## src/design/gwsc_pkg.sv

```systemverilog
`timescale 1ns / 1ps
// shared types and constants for the grid word search counter
package gwsc_pkg;

    // fixed field widths
    localparam int CHAR_W     = 8;
    localparam int HERE_W     = 4;
    localparam int TOTAL_W    = 24;
    localparam int WORD_W     = 32;
    localparam int WORD_BYTES = 4;
    localparam int WLEN_W     = 3;
    localparam int GWID_W     = 9;

    // configuration register indexes
    localparam int CFG_IDX_W = 2;
    typedef enum logic [CFG_IDX_W-1:0] {
        CFG_WORD_CHARS  = 2'd0,
        CFG_WORD_LENGTH = 2'd1,
        CFG_GRID_WIDTH  = 2'd2
    } gwsc_cfg_idx_t;

    // register reset values
    localparam logic [WORD_W-1:0] WORD_CHARS_RST  = 32'd1396788568;
    localparam logic [WLEN_W-1:0] WORD_LENGTH_RST = 3'd4;
    localparam logic [GWID_W-1:0] GRID_WIDTH_RST  = 9'd140;

    localparam logic [TOTAL_W-1:0] TOTAL_MAX = 24'hFFFFFF;

    // the four lines that end at a cell
    localparam int NUM_LINES = 4;
    localparam int LINE_LEFT = 0;
    localparam int LINE_UP   = 1;
    localparam int LINE_UL   = 2;
    localparam int LINE_UR   = 3;

    // per-cell compare result, one bit per line and direction
    typedef struct packed {
        logic [NUM_LINES-1:0] fwd;
        logic [NUM_LINES-1:0] rev;
    } gwsc_hits_t;

endpackage

```

## src/design/gwsc_cell.sv

```systemverilog
`timescale 1ns / 1ps
// one tap of the match chain: holds a current-row char and compares its line chars
module gwsc_cell (
    input  logic                     aclk,
    input  logic                     shift_en,
    input  logic [gwsc_pkg::CHAR_W-1:0] char_in,
    output logic [gwsc_pkg::CHAR_W-1:0] char_out,
    input  logic [gwsc_pkg::CHAR_W-1:0] up_char,
    input  logic [gwsc_pkg::CHAR_W-1:0] ul_char,
    input  logic [gwsc_pkg::CHAR_W-1:0] ur_char,
    input  logic [gwsc_pkg::CHAR_W-1:0] fwd_byte,
    input  logic [gwsc_pkg::CHAR_W-1:0] rev_byte,
    input  logic                     active,
    output gwsc_pkg::gwsc_hits_t     hits
);
    import gwsc_pkg::*;

    logic [CHAR_W-1:0] char_reg;
    logic [CHAR_W-1:0] line_char [NUM_LINES];

    // char of the current row, handed to the next tap on every accepted word
    always_ff @(posedge aclk) begin
        if (shift_en) begin
            char_reg <= char_in;
        end
    end

    assign char_out = char_reg;

    always_comb begin
        line_char[LINE_LEFT] = char_reg;
        line_char[LINE_UP]   = up_char;
        line_char[LINE_UL]   = ul_char;
        line_char[LINE_UR]   = ur_char;
        for (int l = 0; l < NUM_LINES; l++) begin
            // taps beyond the word length never block a match
            hits.fwd[l] = !active || (line_char[l] == fwd_byte);
            hits.rev[l] = !active || (line_char[l] == rev_byte);
        end
    end

endmodule

```

## config.mk

```make
export PLATFORM = sky130hd
export DESIGN_NAME = gwsc_cell
export DESIGN_NICKNAME = d
export VERILOG_FILES = /design/src/design/gwsc_pkg.sv /design/src/design/gwsc_cell.sv
export SDC_FILE = /design/constraint.sdc
export NUM_CORES = 1
export LEC_CHECK = 0
export ABC_AREA = 1
export BUFFER_PORTS_ARGS = -buffer_cell sky130_fd_sc_hd__buf_2
export CORE_MARGIN = 2
export CORE_UTILIZATION = 25
export CTS_CLUSTER_DIAMETER = 30
export DETAILED_ROUTE_END_ITERATION = 10
export PLACE_DENSITY_LB_ADDON = 0.08
export SYNTH_ARGS = -nofsm -noshare
export SYNTH_HDL_FRONTEND = slang
export SYNTH_SLANG_ARGS = --single-unit
```

## constraint.sdc

```tcl
create_clock -name aclk -period 1.1 [get_ports aclk]
set_input_delay 0.11 -clock aclk [delete_from_list [all_inputs] [get_ports aclk]]
set_output_delay 0.11 -clock aclk [all_outputs]
set_load 0.02 [all_outputs]
```

## Word-level counts from Yosys, hierarchy flattened

Index checks and enable logic that the tools add are counted.

| storage, ports and cells | value |
|---|---|
| bits in registers | 8 |
| latch bits | 0 |
| memory bits (writable) | 0 |
| bits in read-only memories | 0 |
| bits of input ports | 51 |
| output and inout port bits | 16 |
| word-level logic and storage cells | 18 |
| memories | 0 |

| cells by class | value |
|---|---|
| add/sub/neg operators | 0 |
| multiply operators | 0 |
| divide/modulo/power cells | 0 |
| $lt $le $gt $ge | 0 |
| equal/unequal tests | 8 |
| shift-type cells | 0 |
| muxes and demuxes | 0 |
| bitwise operators | 0 |
| reduce and logical (&&, ||, !) cells | 9 |

Operator list:

| kind | count |
|---|---|
| $eq 8x8->1 | 8 |
| $logic_or 1x1->1 | 8 |
| $logic_not 1->1 | 1 |

## Logic depth before layout (Yosys ltp)

Gate-level depths: netlist of run 1.

| depth | value |
|---|---|
| depth after elaboration | 2 |
| gate-level depth with buffers | 8 |
| gate-level depth less buffers | 7 |

## Worst setup path before layout of run 1

No wires, ideal clock.

| path | value |
|---|---|
| kind | register to output |
| start | register char_reg[1], in the netlist char_out[1] |
| end | output hits[0] in the netlist's numbering |
| data arrival time | 1.028 ns |
| required time | 0.990 ns |
| slack | -0.038 ns |
| stages on the path, launching flop included | 8 |
| buffers on the path | 0 |
| path through | edfxtp_1 inv_1 nand2_1 nand2_1 nand2_1 nor2_1 nand2_1 nand2_1 |

RTL lines:

| item | line | RTL |
|---|---|---|
| start: declaration | gwsc_cell.sv:18 | `logic [CHAR_W-1:0] char_reg;` |
| start signal: assignment | gwsc_cell.sv:24 | `char_reg <= char_in;` |
| end: declaration | gwsc_cell.sv:14 | `output gwsc_pkg::gwsc_hits_t hits` |

==> results_dict.tcl, run 1 <==
set metrics [dict create \
    outcome "complete, but fails checks" \
    violations "setup timing" \
    row_count 26 \
    core_area_um2 5070 \
    start_kind "flop" \
    cp_cell_sequence "inv_1, nand2_1, nand2_1, nand2_1, nor2_2, nand2_1, nand2_2, buf_6" \
    worstHoldPathCells 1 \
    antenna_found_initial 0 \
    synth_seq_cells 8 \
    place_ws_ns -0.102 \
    intPower_w 0.000922 \
    first_pass_iters 4 \
    ant_nets 0 \
    ys_warn_count 0 \
    grt_usage_pct 13.3 \
    clock_power_share_pct 24.5 \
    initial_utilization_pct 25.6 \
    crit_fanout 4 \
    crit_path_frequent_cell "nand2_1" \
    root_buffer "clkbuf_8" \
    area_delta_synth_final_pct 43.0 \
    n_antenna_cell 0 \
    finalSetupViolCount 3 \
    dieHeight_um 76.1 \
    io_pins 67 \
    max_freq_mhz 714 \
    dpl.cell_count 368 \
    yosysTopAreaCellShare_pct 41.9 \
    final_net_count 356 \
    io_buffers 66 \
    hold_viol 0 \
    cp_top_family "flip-flops" \
    wirelength_um 3870 \
    switching_share_pct 35.0 \
    hold_start "char_in[7]" \
    dpl-instance-area_um2 1680 \
    layout-drive-gt1-share_pct 32.3 \
    grt_pass1_wl_um 6260 \
    drc_errors 0 \
    slew_viol_final 0 \
    cts_max_level 1 \
    via_count 1492 \
    path_clk_slew_ns 0.04 \
    holdBufCountCts 0 \
    powerDensity_nw_per_um2 763 \
    via_per_inst 4.00 \
    final_common_cell "nand2_1" \
    timing.slew.headroom_pct 87.5 \
    fin_crit_sh_pct 127 \
    critPathRequiredTime_ns 0.99 \
    grt_pass1_vias 1427 \
    peakVddDrop_mv 0.659 \
    first_iter_violations 37 \
    die_x_um 76.1 \
    ys_types 10 \
    cts_made_buffers 3 \
    path_buf_inv 2 \
    synth_area_um2 1300 \
    combPwrFrac_pct 47.7 \
    routabilityCongestion 0.736 \
    ys_seq_area_share_pct 18.5 \
    worst-setup-path-type "flop to primary output" \
    fin_cells 373 \
    cap_violations 0 \
    p_sw_w 0.000497 \
    slowest_delay_ns 0.45 \
    syn_avg_cell_area_um2 5.51 \
    hpwlAfterDp_um 3260 \
    pwr-share-seq_pct 27.7 \
    final_cell_area_um2 1860 \
    die-area_um2 5790 \
    cp_slowest_cell "edfxtp_1" \
    largest_reg_flops 8 \
    layout_setup_ws_ns -0.301 \
    crit_path_end_kind "primary output" \
    layout_common_cells "nand2_1, buf_2, xnor2_1" \
    clockBufferDepth 2 \
    wire_per_inst_um 10.4 \
    syn_nets 287 \
    cts_sinks 8 \
    whs_ns 0.0558 \
    cts_tree "built" \
    p_leak_nw 1.03 \
    tightest_slew_ns 0.187 \
    grt_overflow 0 \
    hold_class "input pin to flop" \
    synthCells 236 \
    grt_max_degree 9 \
    synth_area_leader_cell "nand2_1" \
    holdPathEnd "char_out[7]" \
    cp.arrival_ns 1.29 \
    rsz0062_at_grt "yes" \
    finalPower_w 0.00142 \
    synthTopCellsByArea "nand2_1, xnor2_1, edfxtp_1" \
    period_needed_ns 1.40 \
]
-- through the flow --
step / TNS (ns) / utilization, %
2_1_floorplan: -0.00264 / -
3_3_place_gp: -0.149 / 33.1
3_5_place_dp: -0.181 / 33.1
4_1_cts: -0.676 / 35.1
5_1_grt: -0.892 / 36.6
6_report: -0.644 / 36.6
-- per-layer routing --
metal | GRT usage (%) | part of all wire, %
met5 | 0 | 0
met4 | 3.82 | 1.0
met3 | 2.01 | 5.6
met2 | 21.4 | 45
met1 | 18.6 | 49
-- cells by family (layout without fill, tap and decap cells) --
group | count (synthesis) | count (layout) | synth area share (%)
and+or+nand+nor | 162 | 162 | 46.9
buffers and inverters | 35 | 102 | 13.8
xor gates and xnor gates | 31 | 31 | 20.9
DFF | 8 | 8 | 18.5
-- repair_timing --
item,4_1_cts,5_1_grt
hold endpoints to repair,0,0
pin swaps,3,3
gates resized for setup,12,26
setup endpoints to repair,3,13
buffers inserted,3,4
-- power groups by stage --
stage	logic [W]	registers (W)	clock network, W
3_3_place_gp	0.000616	0.000396	0
4_1_cts	0.000648	0.000393	0.000359
3_5_place_dp	0.000611	0.000398	0
5_1_grt	0.000765	0.000397	0.000376
6_report	0.000678	0.000394	0.000348
2_1_floorplan	0.000356	0.000422	0
-- Yosys cell counts, drive strengths merged --
master,number
buf,9
edfxtp,8
inv,26
nand2,145
nand3,1
nor2,16
xnor2,31
-- cell type report --
cell class / instances / area (um^2)
fillers: 601 / 3220
inverters: 26 / 97.6
flip-flops and latches: 8 / 240
multi-input cells: 193 / 928
repair buffers: 73 / 464
clock buffers: 3 / 41.3
well taps: 70 / 87.6
-- how the worst max path moves through the flow --
| stage | from | endpoint | slack [ns] | depth (start not counted) |
|---|---|---|---|---|
| finish | char_out[4] | hits[4] | -0.30 | 8 |
| CTS | char_out[6] | hits[4] | -0.30 | 6 |
| global route | char_out[7] | hits[4] | -0.40 | 8 |
| global placement | char_out[3] | hits[4] | -0.07 | 6 |
| detailed placement | char_out[4] | hits[4] | -0.10 | 8 |
| floorplan | char_out[3] | hits[0] | -0.001 | 5 |
Note: power is estimated with default switching activity, not from simulation.
==> run 2, diff against run 1 <==
SKIP_LAST_GASP = 1   (was default)
==> run 2 against run 1 <==
Net effect:
- the flow still finishes with violations (setup timing)
- clock power barely moved
- wire length fell by 0.93%
- die area did not move
- cell area fell by 0.94%
- critical path type unchanged
==> results_dict.tcl, run 2 (synthesis results as in run 1) <==
set metrics [dict create \
    outcome "complete, but fails checks" \
    violations "setup timing" \
    worst-setup-path-type "flop to primary output" \
    io_pins 67 \
    initial_utilization_pct 25.6 \
    row_count 26 \
    critPathRequiredTime_ns 0.99 \
    cts_sinks 8 \
    met1_length_um 1880 \
    cap_violations 0 \
    switching_share_pct 35.0 \
    pwr-share-seq_pct 27.9 \
    root_buffer "clkbuf_8" \
    cts_made_buffers 3 \
    io_buffers 66 \
    area_delta_synth_final_pct 41.7 \
    tightest_slew_ns 0.187 \
    combPwrFrac_pct 47.5 \
    layout_setup_ws_ns -0.295 \
    die-area_um2 5790 \
    via_per_inst 4.00 \
    wirelength_um 3830 \
    via_count 1489 \
    crit_fanout 4 \
    layout_common_cells "nand2_1, buf_2, xnor2_1" \
    drc_errors 0 \
    cts_max_level 1 \
    grt_pass1_wl_um 6150 \
    n_antenna_cell 0 \
    cp_cell_sequence "inv_1, nand2_1, nand2_1, nand2_1, nor2_2, nand2_1, nand2_2, buf_6" \
    crit_path_end_kind "primary output" \
    max_freq_mhz 717 \
    crit_path_frequent_cell "nand2_1" \
    highest_layer "met4" \
    met2_length_um 1690 \
    grt_pass1_vias 1414 \
    p_sw_w 0.000492 \
    intPower_w 0.000915 \
    fin_crit_sh_pct 127 \
    cts_tree "built" \
    wire_per_inst_um 10.3 \
    fin_cells 372 \
    largest_reg_flops 8 \
    grt_max_degree 9 \
    holdBufCountCts 0 \
    first_pass_iters 4 \
    ant_nets 0 \
    timing.slew.headroom_pct 87.5 \
    grt_usage_pct 13.1 \
    hold_class "input pin to flop" \
    layout-drive-gt1-share_pct 32.1 \
    grt_overflow 0 \
    dieHeight_um 76.1 \
    routabilityCongestion 0.736 \
    rsz0062_at_grt "yes" \
    final_net_count 355 \
    hold_viol 0 \
    clock_power_share_pct 24.6 \
    slowest_delay_ns 0.45 \
    start_kind "flop" \
    cp_top_family "flip-flops" \
    hpwlAfterDp_um 3260 \
    core_area_um2 5070 \
    routed-wl-met3_um 217 \
    whs_ns 0.0570 \
    p_leak_nw 1.02 \
    final_common_cell "nand2_1" \
    clockBufferDepth 2 \
    path_buf_inv 2 \
    die_x_um 76.1 \
    dpl.cell_count 368 \
    slew_viol_final 0 \
    first_iter_violations 42 \
    finalSetupViolCount 2 \
    period_needed_ns 1.40 \
    powerDensity_nw_per_um2 764 \
    path_clk_slew_ns 0.04 \
    cp.arrival_ns 1.29 \
    antenna_found_initial 0 \
    cp_slowest_cell "edfxtp_1" \
    peakVddDrop_mv 0.663 \
]
run 2: changes by cell type in the layout (fill, tap and decap cells not counted), sizes merged:
cell,previous run,this run
clkbuf,4,3
run 2: through the flow:
stage	total power (W)	utilization, %	TNS, ns	area, um^2	setup WS (ns)
after detailed placement	0.00101	33.1	-0.181	1680	-0.102
after global routing	0.00153	36.3	-0.785	1840	-0.387
after CTS	0.00139	34.6	-0.764	1760	-0.315
after global placement	0.00101	33.1	-0.149	1680	-0.0748
final	0.00141	36.3	-0.574	1840	-0.295
after floorplan	0.000778	-	-0.00264	1310	-0.00132
run 2: final timing paths:
path	startpoint	endpoint	slack (ns)	cells after the start
min	char_in[7]	char_out[7]	0.06	1
max	char_out[4]	hits[4]	-0.30	8
run 2: final cells by class:
class	count	area (um^2)
tap	70	87.6
sequential	8	240
inverter	26	97.6
timing repair buffer	72	447
multi-input combinational	193	928
fill	603	3230
clock buffer	3	41.3
run 2: what timing repair did:
action,4_1_cts,5_1_grt
setup buffers,3,4
gates cloned,0,0
endpoints found under the hold margin,0,0
pin swaps,2,3
gates resized for setup,5,29
endpoints found under the setup margin,3,13
run 2: power groups by stage:
| stage | Clock [W] | Sequential, W | Combinational, W |
|---|---|---|---|
| after floorplan | 0 | 0.000422 | 0.000356 |
| after global placement | 0 | 0.000396 | 0.000616 |
| final | 0.000346 | 0.000393 | 0.000668 |
| after CTS | 0.000359 | 0.000393 | 0.000634 |
| after detailed placement | 0 | 0.000398 | 0.000611 |
| after global routing | 0.000376 | 0.000396 | 0.000754 |
run 2: routing by layer:
layer | global-route usage, % | up-vias
li1 | - | 819
met1 | 18.2 | 621
met2 | 21.1 | 44
met3 | 2.01 | 5
met4 | 3.82 | 0
met5 | 0 | -
